## src/hw/rtl/plist_pkg.sv

```systemverilog
package plist_pkg;

   localparam int CAPACITY_DEFAULT   = 16;
   localparam int DATA_WIDTH_DEFAULT = 32;

   localparam int POSITION_WIDTH = 5;
   localparam int VALUE_WIDTH    = 32;
   localparam int COUNT_WIDTH    = 5;

   localparam int REQ_TDATA_WIDTH = 40;
   localparam int RSP_TDATA_WIDTH = 40;

   localparam logic ACTION_INSERT = 1'b0;
   localparam logic ACTION_REMOVE = 1'b1;

   typedef struct packed {
      logic accept;
      logic take;
      logic latch;
      logic step;
      logic commit;
      logic put;
      logic finish;
   } plist_cmd_type;

   typedef struct packed {
      logic ok;
      logic remove;
      logic moves_zero;
   } plist_status_type;

endpackage

```

## src/hw/rtl/plist_ram.sv

```systemverilog
module plist_ram #(
   parameter int WIDTH = 32,
   parameter int DEPTH = 16
) (
   input  logic                     clock,
   input  logic                     wr_en,
   input  logic [$clog2(DEPTH)-1:0] wr_addr,
   input  logic [WIDTH-1:0]         wr_data,
   input  logic                     rd_en,
   input  logic [$clog2(DEPTH)-1:0] rd_addr,
   output logic [WIDTH-1:0]         rd_data
);

   logic [WIDTH-1:0] mem_ff [DEPTH];
   logic [WIDTH-1:0] rd_data_ff;

   always_ff @(posedge clock) begin
      if (wr_en) begin
         mem_ff[wr_addr] <= wr_data;
      end
      if (rd_en) begin
         rd_data_ff <= mem_ff[rd_addr];
      end
   end

   assign rd_data = rd_data_ff;

endmodule

```

## src/hw/rtl/plist_datapath.sv

```systemverilog
module plist_datapath #(
   parameter int CAPACITY   = plist_pkg::CAPACITY_DEFAULT,
   parameter int DATA_WIDTH = plist_pkg::DATA_WIDTH_DEFAULT
) (
   input  logic                                clock,
   input  logic                                reset,
   input  plist_pkg::plist_cmd_type            cmd,
   output plist_pkg::plist_status_type         status,
   input  logic                                req_action,
   input  logic [plist_pkg::POSITION_WIDTH-1:0] req_position,
   input  logic [plist_pkg::VALUE_WIDTH-1:0]    req_value,
   output logic                                rsp_ok,
   output logic [plist_pkg::VALUE_WIDTH-1:0]    rsp_removed_value,
   output logic [plist_pkg::COUNT_WIDTH-1:0]    rsp_entry_count
);

   localparam int CW   = $clog2(CAPACITY + 1);
   localparam int AW   = $clog2(CAPACITY);
   localparam int PW   = plist_pkg::POSITION_WIDTH;
   localparam int VW   = plist_pkg::VALUE_WIDTH;
   localparam int NW   = plist_pkg::COUNT_WIDTH;
   localparam int CMPW = (CW > PW) ? CW : PW;

   logic [CW-1:0]         cnt_ff, cnt_in;
   logic                  ok_ff, ok_in;
   logic                  act_ff;
   logic [AW-1:0]         pos_ff;
   logic [DATA_WIDTH-1:0] val_ff;
   logic [CW-1:0]         moves_ff, moves_in;
   logic [AW-1:0]         src_ff, src_in;
   logic [AW-1:0]         dest_ff, dest_in;
   logic [DATA_WIDTH-1:0] taken_ff;
   logic                  rsp_ok_ff;
   logic [VW-1:0]         rsp_removed_ff;
   logic [NW-1:0]         rsp_count_ff;

   logic [CMPW-1:0]       pos_ext, cnt_ext, cap_ext;
   logic [CW-1:0]         cnt_new;
   logic [DATA_WIDTH+VW-1:0] val_wide;
   logic [DATA_WIDTH+VW-1:0] taken_wide;
   logic [CW+NW-1:0]      cnt_wide;

   logic                  wr_en, rd_en;
   logic [AW-1:0]         wr_addr, rd_addr;
   logic [DATA_WIDTH-1:0] wr_data, rd_data;

   assign pos_ext  = CMPW'(req_position);
   assign cnt_ext  = CMPW'(cnt_ff);
   assign cap_ext  = CMPW'(CAPACITY);
   assign val_wide = {{DATA_WIDTH{1'b0}}, req_value};

   always_comb begin
      if (req_action == plist_pkg::ACTION_REMOVE) begin
         ok_in    = (pos_ext < cnt_ext);
         moves_in = CW'(cnt_ext - pos_ext - CMPW'(1));
         src_in   = AW'(pos_ext + CMPW'(1));
      end else begin
         ok_in    = (pos_ext <= cnt_ext) && (cnt_ext < cap_ext);
         moves_in = CW'(cnt_ext - pos_ext);
         src_in   = AW'(cnt_ext - CMPW'(1));
      end
   end

   always_comb begin
      if (!ok_ff) begin
         cnt_new = cnt_ff;
      end else if (act_ff == plist_pkg::ACTION_REMOVE) begin
         cnt_new = cnt_ff - CW'(1);
      end else begin
         cnt_new = cnt_ff + CW'(1);
      end
   end

   assign cnt_in     = cmd.finish ? cnt_new : cnt_ff;
   assign cnt_wide   = {{NW{1'b0}}, cnt_new};
   assign taken_wide = {{VW{1'b0}}, taken_ff};

   assign dest_in = (act_ff == plist_pkg::ACTION_REMOVE) ? src_ff - AW'(1) : src_ff + AW'(1);

   always_ff @(posedge clock) begin
      if (reset) begin
         cnt_ff <= '0;
      end else begin
         cnt_ff <= cnt_in;
      end
   end

   always_ff @(posedge clock) begin
      if (cmd.accept) begin
         ok_ff    <= ok_in;
         act_ff   <= req_action;
         pos_ff   <= AW'(pos_ext);
         val_ff   <= val_wide[DATA_WIDTH-1:0];
         moves_ff <= moves_in;
         src_ff   <= src_in;
      end else if (cmd.step) begin
         moves_ff <= moves_ff - CW'(1);
         src_ff   <= (act_ff == plist_pkg::ACTION_REMOVE) ? src_ff + AW'(1)
                                                          : src_ff - AW'(1);
         dest_ff  <= dest_in;
      end
      if (cmd.latch) begin
         taken_ff <= rd_data;
      end
      if (cmd.finish) begin
         rsp_ok_ff      <= ok_ff;
         rsp_removed_ff <= (ok_ff && act_ff == plist_pkg::ACTION_REMOVE) ?
                           taken_wide[VW-1:0] : '0;
         rsp_count_ff   <= cnt_wide[NW-1:0];
      end
   end

   assign rd_en   = cmd.take | cmd.step;
   assign rd_addr = cmd.take ? pos_ff : src_ff;
   assign wr_en   = cmd.commit | cmd.put;
   assign wr_addr = cmd.put ? pos_ff : dest_ff;
   assign wr_data = cmd.put ? val_ff : rd_data;

   plist_ram #(
      .WIDTH(DATA_WIDTH),
      .DEPTH(CAPACITY)
   ) u_ram (
      .clock  (clock),
      .wr_en  (wr_en),
      .wr_addr(wr_addr),
      .wr_data(wr_data),
      .rd_en  (rd_en),
      .rd_addr(rd_addr),
      .rd_data(rd_data)
   );

   assign status.ok         = ok_ff;
   assign status.remove     = (act_ff == plist_pkg::ACTION_REMOVE);
   assign status.moves_zero = (moves_ff == '0);

   assign rsp_ok            = rsp_ok_ff;
   assign rsp_removed_value = rsp_removed_ff;
   assign rsp_entry_count   = rsp_count_ff;

`ifndef ASSERT_OFF
   a_count_bound: assert property (@(posedge clock) disable iff (reset)
      cnt_ff <= CW'(CAPACITY))
      else $error("entry count beyond capacity");
`endif

endmodule

```

## src/hw/rtl/plist_ctrl.sv

```systemverilog
module plist_ctrl (
   input  logic                        clock,
   input  logic                        reset,
   input  logic                        req_tvalid,
   output logic                        req_tready,
   output logic                        rsp_tvalid,
   input  logic                        rsp_tready,
   output plist_pkg::plist_cmd_type    cmd,
   input  plist_pkg::plist_status_type status
);

   localparam logic [2:0] ST_IDLE   = 3'd0;
   localparam logic [2:0] ST_DECIDE = 3'd1;
   localparam logic [2:0] ST_TAKE   = 3'd2;
   localparam logic [2:0] ST_LATCH  = 3'd3;
   localparam logic [2:0] ST_SHIFT  = 3'd4;
   localparam logic [2:0] ST_PUT    = 3'd5;
   localparam logic [2:0] ST_DONE   = 3'd6;

   logic [2:0] state_ff, state_in;
   logic       rsp_valid_ff, rsp_valid_in;
   logic       pend_ff, pend_in;
   logic       slot_free;

   assign slot_free  = !rsp_valid_ff || rsp_tready;
   assign req_tready = (state_ff == ST_IDLE) && !reset;

   always_comb begin
      cmd        = '0;
      state_in   = state_ff;
      cmd.accept = req_tvalid && req_tready;
      unique case (state_ff)
         ST_IDLE: begin
            if (cmd.accept) begin
               state_in = ST_DECIDE;
            end
         end
         ST_DECIDE: begin
            priority if (!status.ok) begin
               state_in = ST_DONE;
            end else if (status.remove) begin
               state_in = ST_TAKE;
            end else if (status.moves_zero) begin
               state_in = ST_PUT;
            end else begin
               state_in = ST_SHIFT;
            end
         end
         ST_TAKE: begin
            cmd.take = 1'b1;
            state_in = ST_LATCH;
         end
         ST_LATCH: begin
            cmd.latch = 1'b1;
            state_in  = status.moves_zero ? ST_DONE : ST_SHIFT;
         end
         ST_SHIFT: begin
            cmd.step   = !status.moves_zero;
            cmd.commit = pend_ff;
            if (status.moves_zero) begin
               state_in = status.remove ? ST_DONE : ST_PUT;
            end
         end
         ST_PUT: begin
            cmd.put  = 1'b1;
            state_in = ST_DONE;
         end
         ST_DONE: begin
            if (slot_free) begin
               cmd.finish = 1'b1;
               state_in   = ST_IDLE;
            end
         end
         default: begin
            state_in = ST_IDLE;
         end
      endcase
   end

   assign pend_in = cmd.step;

   always_comb begin
      priority if (cmd.finish) begin
         rsp_valid_in = 1'b1;
      end else if (rsp_tready) begin
         rsp_valid_in = 1'b0;
      end else begin
         rsp_valid_in = rsp_valid_ff;
      end
   end

   always_ff @(posedge clock) begin
      if (reset) begin
         state_ff     <= ST_IDLE;
         rsp_valid_ff <= 1'b0;
         pend_ff      <= 1'b0;
      end else begin
         state_ff     <= state_in;
         rsp_valid_ff <= rsp_valid_in;
         pend_ff      <= pend_in;
      end
   end

   assign rsp_tvalid = rsp_valid_ff;

`ifndef ASSERT_OFF
   a_one_at_a_time: assert property (@(posedge clock) disable iff (reset)
      (req_tvalid && req_tready) |=> !req_tready)
      else $error("second beat taken while busy");

   a_shift_drains: assert property (@(posedge clock) disable iff (reset)
      (state_ff == ST_SHIFT && status.moves_zero) |-> pend_ff)
      else $error("shift exit without pending write");

   a_take_latch: assert property (@(posedge clock) disable iff (reset)
      (state_ff == ST_TAKE) |=> (state_ff == ST_LATCH))
      else $error("removed word not latched");

   a_no_overwrite: assert property (@(posedge clock) disable iff (reset)
      (rsp_valid_ff && !rsp_tready) |-> !cmd.finish)
      else $error("response overwritten while stalled");
`endif

endmodule

```

## src/hw/rtl/positional_list_insert_remove.sv

```systemverilog
// Positional list: an ordered list of up to CAPACITY words with insert and
// remove at a given position.
// Request beats (req_*): tuser is the action (0 insert, 1 remove), tdata
// carries position and value. Response beats (rsp_*): tuser is ok, tdata
// carries the removed word and the entry count after the operation.
// Exactly one response beat follows each request beat, in order.
// One request is worked on at a time; the list RAM moves one entry per cycle
// through its single write port. The entries that move number count -
// position on insert and count - position - 1 on remove. A refused request
// goes straight to the response; an insert shifts those entries up and then
// writes the new word; a remove reads and latches the word at the position,
// then shifts the entries above it down. req_tready rises at the same edge
// that raises rsp_tvalid.
// The response sits in an output register; the next request is taken while
// it waits, but its own response holds back until the receiver takes the
// previous beat. A stalled receiver therefore stalls the block after one
// further request.
// Reset empties the list (count to zero), drops any pending response and
// holds req_tready low; the RAM contents are not cleared and are read only
// once written.
module positional_list_insert_remove #(
   parameter int CAPACITY   = plist_pkg::CAPACITY_DEFAULT,
   parameter int DATA_WIDTH = plist_pkg::DATA_WIDTH_DEFAULT
) (
   input  logic                                 clock,
   input  logic                                 reset,
   input  logic                                 req_tvalid,
   output logic                                 req_tready,
   // position [4:0], value [36:5], zero [39:37]
   input  logic [plist_pkg::REQ_TDATA_WIDTH-1:0] req_tdata,
   // action [0]
   input  logic                                 req_tuser,
   output logic                                 rsp_tvalid,
   input  logic                                 rsp_tready,
   // removed_value [31:0], entry_count [36:32], zero [39:37]
   output logic [plist_pkg::RSP_TDATA_WIDTH-1:0] rsp_tdata,
   // ok [0]
   output logic                                 rsp_tuser
);

   localparam int PW = plist_pkg::POSITION_WIDTH;
   localparam int VW = plist_pkg::VALUE_WIDTH;
   localparam int NW = plist_pkg::COUNT_WIDTH;

   plist_pkg::plist_cmd_type    cmd;
   plist_pkg::plist_status_type status;

   logic [VW-1:0] rsp_removed_value;
   logic [NW-1:0] rsp_entry_count;

   plist_ctrl u_ctrl (
      .clock     (clock),
      .reset     (reset),
      .req_tvalid(req_tvalid),
      .req_tready(req_tready),
      .rsp_tvalid(rsp_tvalid),
      .rsp_tready(rsp_tready),
      .cmd       (cmd),
      .status    (status)
   );

   plist_datapath #(
      .CAPACITY  (CAPACITY),
      .DATA_WIDTH(DATA_WIDTH)
   ) u_datapath (
      .clock            (clock),
      .reset            (reset),
      .cmd              (cmd),
      .status           (status),
      .req_action       (req_tuser),
      .req_position     (req_tdata[PW-1:0]),
      .req_value        (req_tdata[PW+VW-1:PW]),
      .rsp_ok           (rsp_tuser),
      .rsp_removed_value(rsp_removed_value),
      .rsp_entry_count  (rsp_entry_count)
   );

   assign rsp_tdata = {{(plist_pkg::RSP_TDATA_WIDTH - VW - NW){1'b0}},
                       rsp_entry_count, rsp_removed_value};

endmodule

```

## config.mk

```make
export PLATFORM = sky130hd
export DESIGN_NAME = positional_list_insert_remove
export DESIGN_NICKNAME = d
export VERILOG_FILES = /design/src/hw/rtl/plist_pkg.sv /design/src/hw/rtl/plist_ram.sv /design/src/hw/rtl/plist_datapath.sv /design/src/hw/rtl/plist_ctrl.sv /design/src/hw/rtl/positional_list_insert_remove.sv
export SDC_FILE = /design/constraint.sdc
export NUM_CORES = 1
export LEC_CHECK = 0
export BUFFER_PORTS_ARGS = -buffer_cell sky130_fd_sc_hd__buf_2
export CORE_MARGIN = 5
export CORE_UTILIZATION = 40
export CTS_CLUSTER_DIAMETER = 40
export DETAILED_ROUTE_END_ITERATION = 8
export PLACE_DENSITY = 0.57
export SYNTH_ARGS = -nofsm -noshare
export SYNTH_HDL_FRONTEND = slang
export SYNTH_SLANG_ARGS = --single-unit
export TNS_END_PERCENT = 10
```

## constraint.sdc

```tcl
create_clock -name clock -period 3.3 [get_ports clock]
set_input_delay 0.825 -clock clock [delete_from_list [all_inputs] [get_ports clock]]
set_output_delay 0.825 -clock clock [all_outputs]
set_load 0.03 [all_outputs]
```

==> flow_summary.toml <==
[clocking]
clockBufferDepth = 3
postCtsSetupBuffers = 0
path_clk_slew_ns = 0.06
htreeDepth = 3
cts.sinks = 675
numCtsBuffers = 103
cts_tree = "yes"
cts-hold-fix-buffers = 0
clk_latency_ns = 0.66
root_buffer = "clkbuf_16"
post_cts_resize_count = 0

[layout]
area_growth_pct = 19.61
drive_above_1_share = 0.3544
register_area_um2 = 20170
multi_input_area_um2 = 9194
fillCellCount = 6140
final_core_utilization = 0.4806
stdcell_area_um2 = 35660
insertedDiodeCount = 0
final_cell_count_no_fill = 2871
final_nets = 1872

[timing]
max-slew-margin-rel = 0.2950
tightest_slew_ns = 1.055
fin_crit_sh = 0.7980
tns_ns = 0
finalHoldViolCount = 0
fmax_mhz = 379.7
grt_setup_unrepaired = "false"
setup_viol = 0
finalMaxSlewViolations = 0
fin_skew_ns = 0.03368
setup_slack_ns = 0.6667
fin_crit_ns = 2.633

[place]
placed_cell_area_um2 = 32050
gp_congestion = 0.7600
dp_slack_ns = 0.5725
dp_hpwl_um = 42830
io_buffers = 81
place_inst = 2677

[critical_path]
r2r_cells = 6
crit_type = "register to register"
path_cells = "inv_1, ha_1, or4b_2, a21oi_1, nor2_4, buf_4"
rr_endpoint = "u_datapath.u_ram.rd_data[12]"
crit_path_top_delay_cell = "nor2_4"
cpPeakStageDelay_ns = 0.81
start_kind = "register"
r2r-start = "u_datapath.moves_ff[0]"
r2r_slack_ns = 0.67
cp_max_fo = 20
worstPathArrival_ns = 2.95
setup.worst_path.end_class = "register"
worstPathRequired_ns = 3.62

[routing]
top_layer = "met4"
dr_total_vias = 16720
route.detailed.drc = 0
via_per_inst = 5.823
wirelength_um = 79000
drt-initial-drc-count = 1529
met2_length_um = 39320
post_drt_wl_per_cell_um = 27.51
antenna_left = 0
wirelength_met1_um = 32750
dr_wl_met3_um = 4849
dr.pass1.iters = 5

[grt]
grt_first_pass_wirelength_um = 116400
grt_pass1_vias = 17690
antenna_found_initial = 1
grt_usage = 0.1936
overflow = 0
grt_max_degree = 65

[synth]
async_flop_share = 0
yosysUniqueCellTypes = 53
yosysWarnings = 0
syn_area_um2 = 29810
synth_edf_count = 665
ys_ff_latch = 675
syn-instance-count = 1675
ys_top_cells_by_area = "edfxtp_1 67%, mux4_2 15%, mux2_2 3.7%, nand2_1 2.3%, a311o_1 2.1%"
synth-seq-area-share = 0.6765
yosysTopAreaCell = "edfxtp_1"
synth-main-ff-cell = "edfxtp_1"
syn_area_per_cell_um2 = 17.80
yosys.area.top_type_share = 0.6698

[min_path]
hp-class = "primary input to register"
hold_end = "u_datapath.val_ff[6]"
min_delay_path_depth = 1
hp-start = "req_tdata[11]"

[flow_run]
cap_viol_max_count = 0

[die]
fp-row-count = 100
fp.dieW_um = 283.0
initial_core_util = 0.4018
die_area_um2 = 80090
io_pins = 88
core_area_um2 = 74200
die_h_um = 283.0

[pwr]
p_leak_nw = 11.75
ir_drop_mv = 0.4829
cellPowerDensity_nw_per_um2 = 739.6

[outcome]
status = "finished, final reports clean"
==> critical path, delay by kind of cell, from the launching register on <==
kind,cells,cell delay (ns)
compound gates,1,0.12
fa+ha+maj,1,0.21
simple gates,2,1.08
buf+inv,2,0.52
flops,1,0.36
==> cell usage in the layout (no fill, tap or decap), types with 4 or more instances in the layout <==
cell type / count
clkinv_1: 8
o21ai_0: 12
buf_4: 45
edfxtp_1: 665
nor2b_1: 4
xor2_1: 8
ha_1: 13
buf_2: 81
nand2_1: 181
o22ai_1: 64
nor3_1: 9
nor2_4: 18
and3_1: 34
xnor2_1: 18
clkinv_4: 12
mux4_2: 192
dfxtp_1: 10
nand3_1: 8
nor2_1: 27
clkbuf_16: 103
a31oi_1: 5
o221ai_1: 18
clkinvlp_4: 13
nor3b_1: 4
mux2i_1: 6
clkinv_2: 13
inv_6: 14
inv_8: 4
clkbuf_1: 8
inv_1: 18
buf_12: 33
a311o_1: 64
mux2_2: 98
o221ai_2: 14
a21oi_1: 19
bufinv_16: 14
==> cell families after synthesis <==
kind of cell | synth area share
AO/OA/AOI/OAI | 0.05687
XOR/XNOR | 0.007638
adder cells (fa/ha/maj) | 0.006127
buffers and inverters | 0.02228
flip-flops | 0.6765
multiplexers | 0.1849
other | 0.0001258
AND/OR/NAND/NOR | 0.04558
==> layer usage <==
layer,vias to the layer above,track usage
li1,7217,-
met1,8793,0.2581
met2,588,0.3272
met3,119,0.03312
met4,0,0.06248
met5,-,0
==> state kept, by name, summed over array words and instances (netlist names), 5 cells and up <==
| name | cells |
|---|---|
| u_datapath.taken_ff | 32 |
| u_datapath.rsp_removed_value | 32 |
| u_datapath.rsp_entry_count | 5 |
| u_datapath.moves_ff | 5 |
| u_datapath.u_ram.rd_data | 32 |
| u_datapath.val_ff | 32 |
| u_datapath.cnt_ext | 5 |
| u_datapath.u_ram.mem_ff | 512 |
==> worst max-delay path by stage <==
stage / startpoint / to / slack (ns) / depth (start not counted)
floorplan: rsp_tready / u_datapath.cnt_ext[2] / 0.01 / 5
global placement: req_tdata[0] / u_datapath.moves_ff[4] / 0.50 / 9
detailed placement: req_tdata[0] / u_datapath.moves_ff[4] / 0.57 / 9
CTS: u_ctrl.state_ff[1] / req_tready / 0.64 / 3
global route: u_ctrl.state_ff[1] / req_tready / 0.57 / 3
finish: u_datapath.moves_ff[0] / u_datapath.u_ram.rd_data[12] / 0.67 / 6
==> Yosys cell counts (all sizes together) (18+ instances only) <==
| cell | n |
|---|---|
| a21oi | 19 |
| a311o | 64 |
| and3 | 34 |
| buf | 72 |
| clkbuf | 56 |
| edfxtp | 665 |
| inv | 19 |
| mux2 | 98 |
| mux4 | 192 |
| nand2 | 183 |
| nor2 | 45 |
| o221ai | 32 |
| o22ai | 64 |
| xnor2 | 18 |
==> metrics by stage <==
step	total power, W	hold slack [ns]
detailed placement	0.01545	0.4299
floorplan	0.01379	0.4204
finish	0.02637	0.3417
global placement	0.01535	0.4228
CTS	0.02663	0.3033
global route	0.02739	0.3065
==> where the power goes <==
part | switching (W) | total (W) | internal [W]
logic | 0.00274 | 0.00462 | 0.00188
registers | 0.000223 | 0.0106 | 0.0104
clock network | 0.00419 | 0.0111 | 0.00695
total | 0.00715 | 0.0264 | 0.0192
==> layout make-up <==
| class | count | area share |
|---|---|---|
| Sequential cell | 675 | 0.5656 |
| Multi-Input combinational cell | 855 | 0.2578 |
| Clock buffer | 111 | 0.07312 |
| Timing Repair Buffer | 159 | 0.03937 |
| Tap cell | 969 | 0.03400 |
| Clock inverter | 83 | 0.02810 |
| Inverter | 19 | 0.002000 |
No activity file was read; power rests on OpenSTA's default activity.
